**config.mk**
```make
export PLATFORM = sky130hd
export DESIGN_NAME = min_accumulated_weight_picker
export DESIGN_NICKNAME = d
export VERILOG_FILES = /design/src/rtl/core/mawp_pkg.sv /design/src/rtl/core/mawp_alu.sv /design/src/rtl/core/mawp_ctrl.sv /design/src/rtl/core/min_accumulated_weight_picker.sv
export SDC_FILE = /design/constraint.sdc
export NUM_CORES = 2
export LEC_CHECK = 0
export ABC_AREA = 1
export BUFFER_PORTS_ARGS = -buffer_cell sky130_fd_sc_hd__buf_2
export CORE_ASPECT_RATIO = 0.7
export CORE_UTILIZATION = 30
export CTS_BUF_LIST = sky130_fd_sc_hd__clkbuf_4
export DETAILED_ROUTE_END_ITERATION = 6
export RECOVER_POWER = 100
export SKIP_CTS_REPAIR_TIMING = 1
export SYNTH_ARGS = -nofsm -noshare
export SYNTH_HDL_FRONTEND = slang
export SYNTH_SLANG_ARGS = --single-unit
export TNS_END_PERCENT = 20
```
**constraint.sdc**
```tcl
create_clock -name i_clk -period 8.3 [get_ports i_clk]
set_input_delay 0.83 -clock i_clk [delete_from_list [all_inputs] [get_ports i_clk]]
set_output_delay 0.83 -clock i_clk [all_outputs]
set_load 0.005 [all_outputs]
```
**src/rtl/core/mawp_pkg.sv**
```systemverilog
// shared types, constants and helpers of the minimum accumulated weight picker
`timescale 1ns / 1ps
`default_nettype none
package mawp_pkg;

    localparam int NUM_BACKENDS = 8;
    localparam int ACC_WIDTH    = 48;
    localparam int SLOTS        = 8;
    localparam int SLOT_W       = 3;
    localparam int CNT_W        = 48;
    localparam int OUT_W        = 48;
    localparam int STEP_W       = 16;
    localparam int CMD_W        = 2;
    localparam int UNIT_W       = (ACC_WIDTH > CNT_W) ? ACC_WIDTH : CNT_W;

    localparam int IN_TDATA_W   = 8;
    localparam int OUT_TUSER_W  = 1;
    localparam int OUT_FIELDS_W = SLOT_W + 3 * OUT_W;
    localparam int OUT_TDATA_W  = ((OUT_FIELDS_W + 7) / 8) * 8;

    localparam int ACC_LSB  = SLOT_W;
    localparam int SUCC_LSB = ACC_LSB + OUT_W;
    localparam int FAIL_LSB = SUCC_LSB + OUT_W;

    localparam logic [ACC_WIDTH-1:0] ACC_MAX = {ACC_WIDTH{1'b1}};
    localparam logic [CNT_W-1:0]     CNT_MAX = {CNT_W{1'b1}};
    localparam logic [STEP_W-1:0]    STEP_RESET = STEP_W'(256);

    typedef enum logic [CMD_W-1:0] {
        CMD_PICK    = 2'd0,
        CMD_SUCCESS = 2'd1,
        CMD_FAILURE = 2'd2,
        CMD_UNUSED  = 2'd3
    } t_cmd;

    typedef enum logic {
        OP_LT,
        OP_ADD
    } t_op;

    typedef enum logic [2:0] {
        ST_IDLE,
        ST_SCAN,
        ST_ADD,
        ST_REPORT,
        ST_EMIT
    } t_state;

    typedef struct packed {
        logic              idle;
        logic              scan;
        logic              scan_first;
        logic              add;
        logic              report;
        logic              emit;
        logic [SLOT_W-1:0] idx;
    } t_ctrl;

    function automatic logic [OUT_W-1:0] acc_out(input logic [ACC_WIDTH-1:0] a);
        logic [UNIT_W-1:0] t;
        t = UNIT_W'(a);
        return t[OUT_W-1:0];
    endfunction

endpackage
`default_nettype wire

```
**src/rtl/core/mawp_alu.sv**
```systemverilog
// shared compare and saturating add unit
`timescale 1ns / 1ps
`default_nettype none
module mawp_alu (
    input  wire mawp_pkg::t_op              i_op,
    input  wire [mawp_pkg::UNIT_W-1:0]      i_a,
    input  wire [mawp_pkg::UNIT_W-1:0]      i_b,
    input  wire [mawp_pkg::UNIT_W-1:0]      i_limit,
    output logic                            o_lt,
    output logic [mawp_pkg::UNIT_W-1:0]     o_res,
    output logic                            o_sat
);

    logic [mawp_pkg::UNIT_W:0] sum;

    always_comb begin
        sum   = {1'b0, i_a} + {1'b0, i_b};
        o_lt  = 1'b0;
        o_res = '0;
        o_sat = 1'b0;
        case (i_op)
            mawp_pkg::OP_LT: begin
                o_lt = (i_a < i_b);
            end
            mawp_pkg::OP_ADD: begin
                o_res = (sum > {1'b0, i_limit}) ? i_limit : sum[mawp_pkg::UNIT_W-1:0];
                o_sat = (o_res == i_limit);
            end
            default: begin
                o_lt = 1'b0;
            end
        endcase
    end

endmodule
`default_nettype wire

```
**src/rtl/core/mawp_ctrl.sv**
```systemverilog
// sequencer: scan index and command state machine
`timescale 1ns / 1ps
`default_nettype none
module mawp_ctrl (
    input  wire                   i_clk,
    input  wire                   i_rst_n,
    input  wire                   i_in_accept,
    input  wire mawp_pkg::t_cmd   i_cmd,
    input  wire                   i_out_free,
    output mawp_pkg::t_ctrl       o_ctrl
);

    mawp_pkg::t_state r_state, n_state;
    logic [mawp_pkg::SLOT_W-1:0] r_idx, n_idx;
    logic scan_last;

    assign scan_last = (r_idx == mawp_pkg::SLOT_W'(mawp_pkg::NUM_BACKENDS - 1));

    always_ff @(posedge i_clk) begin
        if (!i_rst_n) begin
            r_state <= mawp_pkg::ST_IDLE;
            r_idx   <= '0;
        end else begin
            r_state <= n_state;
            r_idx   <= n_idx;
        end
    end

    // next state
    always_comb begin
        n_state = r_state;
        n_idx   = r_idx;
        case (r_state)
            mawp_pkg::ST_IDLE: begin
                n_idx = '0;
                if (i_in_accept) begin
                    case (i_cmd)
                        mawp_pkg::CMD_PICK:    n_state = mawp_pkg::ST_SCAN;
                        mawp_pkg::CMD_SUCCESS: n_state = mawp_pkg::ST_REPORT;
                        mawp_pkg::CMD_FAILURE: n_state = mawp_pkg::ST_REPORT;
                        default:               n_state = mawp_pkg::ST_EMIT;
                    endcase
                end
            end
            mawp_pkg::ST_SCAN: begin
                if (scan_last) begin
                    n_state = mawp_pkg::ST_ADD;
                end else begin
                    n_idx = r_idx + 1'b1;
                end
            end
            mawp_pkg::ST_ADD:    n_state = mawp_pkg::ST_EMIT;
            mawp_pkg::ST_REPORT: n_state = mawp_pkg::ST_EMIT;
            mawp_pkg::ST_EMIT: begin
                if (i_out_free) begin
                    n_state = mawp_pkg::ST_IDLE;
                end
            end
            default: n_state = mawp_pkg::ST_IDLE;
        endcase
    end

    // outputs
    always_comb begin
        o_ctrl            = '0;
        o_ctrl.idx        = r_idx;
        case (r_state)
            mawp_pkg::ST_IDLE:   o_ctrl.idle = 1'b1;
            mawp_pkg::ST_SCAN: begin
                o_ctrl.scan       = 1'b1;
                o_ctrl.scan_first = (r_idx == '0);
            end
            mawp_pkg::ST_ADD:    o_ctrl.add = 1'b1;
            mawp_pkg::ST_REPORT: o_ctrl.report = 1'b1;
            mawp_pkg::ST_EMIT:   o_ctrl.emit = i_out_free;
            default:             o_ctrl.idle = 1'b0;
        endcase
    end

endmodule
`default_nettype wire

```
**src/rtl/core/min_accumulated_weight_picker.sv**
```systemverilog
// top level: per-backend state, shared unit, sequencer and output register
//
// usage
//  - configuration channel (i_cfg_valid/o_cfg_ready, i_cfg_index, i_cfg_data) writes the
//    weight step of backend i_cfg_index and loads its accumulator with that step;
//    always ready, write only while the block is idle
//  - input stream: s_axis_tuser carries the command (pick, success, failure),
//    s_axis_tdata[2:0] the backend a report refers to
//  - output stream: one item per input item, m_axis_tuser is the saturated flag
//  - a pick scans the accumulators one per cycle through the shared compare unit,
//    then the add state adds the step and the emit state loads the output register
//  - a report passes through the report and emit states, an unused command only
//    through the emit state
//  - s_axis_tready is high only while idle; the block takes no new item until its
//    emit state has loaded the output register
//  - the next item is taken while a finished item still waits in the output register;
//    if the receiver stalls the new item waits in its result register until the
//    output register frees
//  - synchronous active-low reset: steps to 1.0, accumulators and counters to zero
`timescale 1ns / 1ps
`default_nettype none
module min_accumulated_weight_picker (
    input  wire                                  i_clk,
    input  wire                                  i_rst_n,
    input  wire                                  i_cfg_valid,
    output logic                                 o_cfg_ready,
    input  wire [mawp_pkg::SLOT_W-1:0]           i_cfg_index,
    input  wire [mawp_pkg::STEP_W-1:0]           i_cfg_data,
    input  wire                                  s_axis_tvalid,
    output logic                                 s_axis_tready,
    // [2:0] report_backend, rest zero
    input  wire [mawp_pkg::IN_TDATA_W-1:0]       s_axis_tdata,
    // [1:0] cmd
    input  wire [mawp_pkg::CMD_W-1:0]            s_axis_tuser,
    output logic                                 m_axis_tvalid,
    input  wire                                  m_axis_tready,
    // [2:0] chosen_backend, [50:3] accumulated_weight, [98:51] success_count,
    // [146:99] failure_count, rest zero
    output logic [mawp_pkg::OUT_TDATA_W-1:0]     m_axis_tdata,
    // [0] saturated
    output logic [mawp_pkg::OUT_TUSER_W-1:0]     m_axis_tuser
);

    localparam int SW = mawp_pkg::SLOT_W;
    localparam int AW = mawp_pkg::ACC_WIDTH;
    localparam int CW = mawp_pkg::CNT_W;
    localparam int OW = mawp_pkg::OUT_W;
    localparam int UW = mawp_pkg::UNIT_W;

    mawp_pkg::t_ctrl ctrl;
    logic in_accept, out_accept, out_free, cfg_write;

    logic [mawp_pkg::STEP_W-1:0] r_step [mawp_pkg::SLOTS];
    logic [AW-1:0]               r_acc  [mawp_pkg::SLOTS];
    logic [CW-1:0]               r_succ [mawp_pkg::SLOTS];
    logic [CW-1:0]               r_fail [mawp_pkg::SLOTS];

    mawp_pkg::t_cmd r_cmd;
    logic [SW-1:0]  r_sel;
    logic [AW-1:0]  r_min;

    logic [SW-1:0]  r_res_chosen;
    logic [OW-1:0]  r_res_acc, r_res_succ, r_res_fail;
    logic           r_res_sat;

    logic           r_out_valid;
    logic [SW-1:0]  r_out_chosen;
    logic [OW-1:0]  r_out_acc, r_out_succ, r_out_fail;
    logic           r_out_sat;

    logic [SW-1:0]  acc_addr;
    logic [AW-1:0]  acc_rd;
    logic [CW-1:0]  succ_rd, fail_rd, cnt_rd;
    logic           rb_bad;

    mawp_pkg::t_op  u_op;
    logic [UW-1:0]  u_a, u_b, u_limit, u_res;
    logic           u_lt, u_sat;

    assign o_cfg_ready   = 1'b1;
    assign cfg_write     = i_cfg_valid;
    assign s_axis_tready = ctrl.idle;
    assign in_accept     = s_axis_tvalid & ctrl.idle;
    assign out_accept    = r_out_valid & m_axis_tready;
    assign out_free      = ~r_out_valid | m_axis_tready;

    assign acc_addr = ctrl.scan ? ctrl.idx : r_sel;
    assign acc_rd   = r_acc[acc_addr];
    assign succ_rd  = r_succ[r_sel];
    assign fail_rd  = r_fail[r_sel];
    assign cnt_rd   = (r_cmd == mawp_pkg::CMD_SUCCESS) ? succ_rd : fail_rd;
    assign rb_bad   = (int'(r_sel) >= mawp_pkg::NUM_BACKENDS);

    mawp_ctrl u_ctrl (
        .i_clk       (i_clk),
        .i_rst_n     (i_rst_n),
        .i_in_accept (in_accept),
        .i_cmd       (mawp_pkg::t_cmd'(s_axis_tuser)),
        .i_out_free  (out_free),
        .o_ctrl      (ctrl)
    );

    // operand selection for the shared unit
    always_comb begin
        u_op    = mawp_pkg::OP_LT;
        u_a     = UW'(acc_rd);
        u_b     = UW'(r_min);
        u_limit = UW'(mawp_pkg::ACC_MAX);
        if (ctrl.add) begin
            u_op = mawp_pkg::OP_ADD;
            u_a  = UW'(r_min);
            u_b  = UW'(r_step[r_sel]);
        end else if (ctrl.report) begin
            u_op    = mawp_pkg::OP_ADD;
            u_a     = UW'(cnt_rd);
            u_b     = UW'(1'b1);
            u_limit = UW'(mawp_pkg::CNT_MAX);
        end
    end

    mawp_alu u_alu (
        .i_op    (u_op),
        .i_a     (u_a),
        .i_b     (u_b),
        .i_limit (u_limit),
        .o_lt    (u_lt),
        .o_res   (u_res),
        .o_sat   (u_sat)
    );

    // per-backend state
    always_ff @(posedge i_clk) begin
        if (!i_rst_n) begin
            for (int i = 0; i < mawp_pkg::SLOTS; i++) begin
                r_step[i] <= mawp_pkg::STEP_RESET;
                r_acc[i]  <= '0;
                r_succ[i] <= '0;
                r_fail[i] <= '0;
            end
        end else begin
            if (cfg_write) begin
                r_step[i_cfg_index] <= i_cfg_data;
                r_acc[i_cfg_index]  <= {{(AW - mawp_pkg::STEP_W){1'b0}}, i_cfg_data};
            end else if (ctrl.add) begin
                r_acc[r_sel] <= u_res[AW-1:0];
            end
            if (ctrl.report && !rb_bad) begin
                if (r_cmd == mawp_pkg::CMD_SUCCESS) begin
                    r_succ[r_sel] <= u_res[CW-1:0];
                end else begin
                    r_fail[r_sel] <= u_res[CW-1:0];
                end
            end
        end
    end

    // item registers and result
    always_ff @(posedge i_clk) begin
        if (in_accept) begin
            r_cmd        <= mawp_pkg::t_cmd'(s_axis_tuser);
            r_sel        <= (mawp_pkg::t_cmd'(s_axis_tuser) == mawp_pkg::CMD_PICK) ?
                            '0 : s_axis_tdata[SW-1:0];
            r_res_chosen <= '0;
            r_res_acc    <= '0;
            r_res_succ   <= '0;
            r_res_fail   <= '0;
            r_res_sat    <= 1'b0;
        end else if (ctrl.scan) begin
            if (ctrl.scan_first || u_lt) begin
                r_min <= acc_rd;
                r_sel <= ctrl.idx;
            end
        end else if (ctrl.add) begin
            r_res_chosen <= r_sel;
            r_res_acc    <= mawp_pkg::acc_out(u_res[AW-1:0]);
            r_res_succ   <= OW'(succ_rd);
            r_res_fail   <= OW'(fail_rd);
            r_res_sat    <= u_sat;
        end else if (ctrl.report) begin
            r_res_chosen <= r_sel;
            if (!rb_bad) begin
                r_res_acc  <= mawp_pkg::acc_out(acc_rd);
                r_res_succ <= (r_cmd == mawp_pkg::CMD_SUCCESS) ? OW'(u_res[CW-1:0])
                                                                : OW'(succ_rd);
                r_res_fail <= (r_cmd == mawp_pkg::CMD_SUCCESS) ? OW'(fail_rd)
                                                                : OW'(u_res[CW-1:0]);
                r_res_sat  <= u_sat;
            end
        end
    end

    // output register
    always_ff @(posedge i_clk) begin
        if (!i_rst_n) begin
            r_out_valid <= 1'b0;
        end else if (ctrl.emit) begin
            r_out_valid <= 1'b1;
        end else if (out_accept) begin
            r_out_valid <= 1'b0;
        end
    end

    always_ff @(posedge i_clk) begin
        if (ctrl.emit) begin
            r_out_chosen <= r_res_chosen;
            r_out_acc    <= r_res_acc;
            r_out_succ   <= r_res_succ;
            r_out_fail   <= r_res_fail;
            r_out_sat    <= r_res_sat;
        end
    end

    assign m_axis_tvalid = r_out_valid;
    assign m_axis_tuser  = r_out_sat;
    assign m_axis_tdata  = mawp_pkg::OUT_TDATA_W'({r_out_fail, r_out_succ, r_out_acc,
                                                   r_out_chosen});

endmodule
`default_nettype wire

```
# == Word-level counts from Yosys, hierarchy flattened ==
# Memory sizes are Yosys's and may differ from the RTL's. A register that Yosys moved wholly into a read port is not among the register bits.
# Cells that the tools add are included.
# classes
add_sub_neg,2
mul,0
n_div,0
n_lt_le_gt_ge,2
eq_ne,13
shift,0
mux,76
bitwise,6
reduce_logical,21
# ops
op,count
2-to-1 mux 48 bit,19
OR reduction 48 bit,4
2-to-1 mux 3 bit,19
adder 48 x 48 -> 49 bit,1
"> comparator 49 x 48 -> 1 bit, second input constant",1
"equality test 48 bit, second input constant",1
less-than comparator 48 bit,1
2-to-1 mux 1 bit,33
2-to-1 mux 16 bit,1
OR reduction 16 bit,1
one-hot mux 3 bit (2 select lines),2
one-hot mux 3 bit (4 select lines),1
nonzero test 2 bit,5
"equality test 3 x 2 -> 1 bit, second input constant",2
"equality test 3 bit, second input constant",2
zero test 3 bit,2
AND reduction 2 bit,3
AND reduction 3 bit,2
"equality test 2 x 1 -> 1 bit, second input constant",2
"!= test 2 x 1 -> 1 bit, second input constant",2
"!= test 2 bit, second input constant",2
OR reduction 2 bit,2
"adder 3 x 1 -> 3 bit, second input constant",1
"equality test 3 x 1 -> 1 bit, second input constant",1
other kinds (7),10
# word_totals
ff_bits,356
latch_bits,0
mem_bits_rw,1280
mem_bits_ro,0
inputBits,34
out_inout_bits,156
elab_cells,140
memories,4
# memory_table
memory,depth,width,read_ports,rd_ports_with_merged_regs,write_ports,line_no,source
r_acc,8,48,1,0,8,min_accumulated_weight_picker.sv:54,logic [AW-1:0] r_acc [mawp_pkg::SLOTS];
r_fail,8,48,1,1,8,min_accumulated_weight_picker.sv:56,logic [CW-1:0] r_fail [mawp_pkg::SLOTS];
r_succ,8,48,1,1,8,min_accumulated_weight_picker.sv:55,logic [CW-1:0] r_succ [mawp_pkg::SLOTS];
r_step,8,16,1,1,8,min_accumulated_weight_picker.sv:53,logic [mawp_pkg::STEP_W-1:0] r_step [mawp_pkg::SLOTS];

# == Longest topological paths before layout ==
# An unclocked memory read counts as a cell.
# logic_depth
ltp_word,13
ltp_mapped,37
mapped_depth_nobuf,36

# == Cells and area by module ==
# A second synthesis with hierarchy kept.
# unflattened
hier_cells,9463
hier_area_um2,82401.5
# modules_own_cells
module,instances,cells_each,area_per_inst_um2,seq_area_each_um2
min_accumulated_weight_picker,1,8029,74426.4,47515.6
mawp_alu,1,1374,7581.0,0.0
mawp_ctrl,1,60,394.1,120.1

# == Worst setup path after synthesis ==
# OpenSTA, ideal clock, no wires.
# synth_timing
path_kind,input to register
start,input port m_axis_tready
end,"register r_out_sat (netlist: m_axis_tuser), enable pin"
setup_time_ns,0.657
arrival_time_ns,6.991
required_time_ns,7.643
slack_ns,0.652
stages,2
n_path_buf,0
path_cell_list,nor2_1 nor2_1
# synth_lines
element,line_no,source
from (decl),min_accumulated_weight_picker.sv:36,"input wire m_axis_tready,"
to (signal assigned),min_accumulated_weight_picker.sv:209,r_out_sat <= r_res_sat;
to (decl),min_accumulated_weight_picker.sv:69,logic r_out_sat;

==> impl_metrics.env <==
export IMPL_status="finished, violations left"
export IMPL_violations="design-rule violations, max-capacitance violations, max-slew violations"
export IMPL_cp_num_buf_inv=6
export IMPL_fin_setup_tns_ns=0
export IMPL_critical_path_slowest_cell="clkbuf_1"
export IMPL_yosysTopAreaCell="edfxtp_1"
export IMPL_fp_row_count=153
export IMPL_criticalPathCategory="reg -> reg"
export IMPL_path_delay_family="buffers and inverters"
export IMPL_ff2ff_setup_slack_ns=0.47
export IMPL_clock_sinks=1639
export IMPL_post_synth_top_count_cell="nor2_1"
export IMPL_async_reset_ff_share_pct=0
export IMPL_io_pins=190
export IMPL_gr_total_overflow=0
export IMPL_syn_area_per_cell_um2=9.600
export IMPL_setup_viol_count_final=0
export IMPL_rsz0062_at_grt="no"
export IMPL_worstHoldPathType="in -> reg"
export IMPL_slowest_delay_ns=0.78
export IMPL_synth_ff_type="edfxtp_1"
export IMPL_htree_levels=5
export IMPL_root_buffer="clkbuf_4"
export IMPL_nets=8247
export IMPL_drc=1
export IMPL_synth_common_cells="1989 x nor2_1, 1481 x edfxtp_1, 1431 x nand2_1"
export IMPL_whs_path_depth=3
export IMPL_clockBufferDepth=4
export IMPL_antenna_found_initial=14
export IMPL_cp_max_fo=23
export IMPL_totalWireLength_mm=295.5
export IMPL_area_growth_pct=12.25
export IMPL_finClkSkew_ns=0.1510
export IMPL_num_vias=63030
export IMPL_drive_gt1_share_pct=10.85
export IMPL_reg2reg_depth=23
export IMPL_die_w_um=602.3
export IMPL_report_final_slew_viol_count=1142
export IMPL_wl_per_cell_um=25.14
export IMPL_synthCells=7884
export IMPL_drtPass1Iterations=7
export IMPL_netlist_area_leader_share_pct=58.76
export IMPL_regToRegEndpoint="r_succ[2][46]$_SDFFCE_PN0P_"
export IMPL_min_period_over_period_pct=94.28
export IMPL_start_kind="register"
export IMPL_min_from="s_axis_tdata[1]"
export IMPL_core_um2=249600
export IMPL_fmax_mhz=127.8
export IMPL_cts_tree="yes"
export IMPL_synth_edff_count=1481
export IMPL_critPathArrivalTime_ns=8.72
export IMPL_path_clk_slew_ns=0.08
export IMPL_hold_violations=0
export IMPL_yosysSeqAreaShare_pct=62.94
export IMPL_ant_nets=0
export IMPL_die_y_um=422.2
export IMPL_min_to="r_sel[1]$_DFFE_PP_"
export IMPL_min_period_ns=7.825
export IMPL_grtUsageTotal_pct=22.33
export IMPL_cp_cell_sequence="inv_2, nor2_1, inv_1, o21ai_4, buf_4, mux2i_1, o21ai_0, o21a_1, ha_1, fa_1, nand3_1, nand3_1, nand2_1, nand3_1, nand2_1, a21oi_1, nor2_4, buf_4, nand3_1, clkbuf_1, nand2_1, clkbuf_1, nor2_1"
export IMPL_initialDrtViolationCount=8989
export IMPL_detailed_place_hpwl_mm=181.3
export IMPL_maxCapViolCount=27
export IMPL_gp_congestion=0.9842
export IMPL_start_util_pct=30.32
export IMPL_endpoint_kind="register"
export IMPL_synthTopCellsByArea="edfxtp_1 59%, nor2_1 9.9%, nand2_1 7.1%"
export IMPL_synth_cell_types=58
export IMPL_worst_slew_pin_slew_ns=4.300
export IMPL_dieArea_um2=254300
export IMPL_syn_area_um2=75690
export IMPL_grt_pass1_wl_mm=413.9
export IMPL_crit_required_ns=9.19
export IMPL_vias_per_cell=5.361
export IMPL_relSlewSlack_pct=-186.6
export IMPL_grt_start_max_net_pins=149
export IMPL_numCtsBuffers=389
export IMPL_critPathMostFrequentCell="nand3_1"
export IMPL_yosysWarnings=0
export IMPL_ys_ff_latch=1639
export IMPL_reg2reg_from="u_ctrl.r_state[0]$_SDFFE_PN0P_"
export IMPL_grt_pass1_vias=58720
export IMPL_portBuffers=178
export IMPL_worstSkewPairLatency_ns=1.28
-- worst min-delay path: cells and delay by family --
kind / cells / cell delay (ns)
buffers and inverters: 1 / 0.08
and+or+nand+nor: 1 / 0.09
AOI/OAI and AO/OA: 1 / 0.13
-- through the flow --
step	setup slack [ns]	instances	utilization (%)	hold WS, ns	cell area (um^2)
3_5_place_dp	1.249	11050	32.25	0.4192	80510
6_report	0.4748	11760	34.03	0.09424	84960
4_1_cts	1.190	11750	34.24	-0.2418	85480
3_3_place_gp	1.316	11050	32.25	0.4191	80510
2_1_floorplan	0.6516	7888	-	0.4030	75700
5_1_grt	0.3574	11750	34.03	0.05887	84950
-- cells in the final DEF (no fill, tap or decap), types with 6 or more instances in the layout --
master     netlist  layout
clkbuf_1       368     121
nand4_1         13      13
buf_12           0      14
nor2_4           5       6
a221oi_1        40      40
clkinv_2         0      19
bufinv_16        0       6
buf_4            8     116
buf_2          117     103
a31oi_1         47      47
inv_2           15       7
a211oi_1         7       7
o21a_1          18      18
a22oi_1         69      69
xnor2_1          6       6
dfxtp_1        158     155
o21ai_1         20      10
nand2_1       1431    1412
nor3_1          18      18
conb_1           2       6
edfxtp_1      1481    1481
clkbuf_2         0      18
diode_2          0       9
a32o_1          15      15
nor2_1        1989    1991
o22ai_1        167     167
inv_1          455     461
clkbuf_4         0     565
o32ai_1         17      17
nand2_2          2      21
o21ai_0        578     599
nand3_1        215     215
ha_1           101     101
clkinv_1         3      94
o221ai_1        56      56
xor2_1          16      16
a21oi_1        312     313
nor4_1           9       9
clkinv_4         0       6
-- logic make-up after synthesis --
| kind of cell | synth area share, % |
|---|---|
| XOR/XNOR | 0.2546 |
| AND/OR/NAND/NOR | 18.94 |
| AO/OA/AOI/OAI | 10.83 |
| adder cells (fa/ha/maj) | 1.696 |
| other | 0.009923 |
| buffers and inverters | 5.272 |
| flip-flops | 62.94 |
| multiplexers | 0.06613 |
-- area by class of cell --
class,count,area [um^2]
fillers,25650,164700
inverters,473,1803
multi-input cells,5233,24110
repair buffers,375,2241
diodes,9,22.52
flip-flops and latches,1639,47650
well taps,3332,4169
clock inverters,131,728.2
clock buffers,565,4242
-- flip-flops by register name (all words and copies together), names as in the netlist, 48 cells and up, named ones only --
name        cells
r_succ        384
r_out_succ     48
r_out_acc      48
r_res_succ     48
r_res_fail     48
r_out_fail     48
r_res_acc      48
r_step        128
r_fail        384
r_acc         384
r_min          48
-- worst max path at each step --
stage / cells past startpoint / slack (ns) / to / start
after floorplan: 2 / 0.65 / m_axis_tuser$_DFFE_PP_ / m_axis_tready
after global placement: 28 / 1.32 / r_acc[1][16]$_SDFFCE_PN0P_ / u_ctrl.r_state[0]$_SDFFE_PN0P_
after detailed placement: 29 / 1.25 / r_res_succ[16]$_SDFFE_PP0P_ / u_ctrl.r_state[0]$_SDFFE_PN0P_
after CTS: 27 / 1.19 / r_acc[1][13]$_SDFFCE_PN0P_ / u_ctrl.r_state[0]$_SDFFE_PN0P_
after global routing: 23 / 0.36 / r_fail[3][6]$_SDFFCE_PN0P_ / u_ctrl.r_state[0]$_SDFFE_PN0P_
final: 23 / 0.47 / r_succ[2][46]$_SDFFCE_PN0P_ / u_ctrl.r_state[0]$_SDFFE_PN0P_
-- metal layers --
layer  GRT usage [%]  part of all wire (%)
met2           32.57                    42
met4           8.957                   4.1
met3           5.565                    13
met1           31.56                    41
met5               0                 0.011
Power is left out: the tool's default activity adds up to more than one toggle a clock period on the data nets, which glitch-free logic cannot reach.
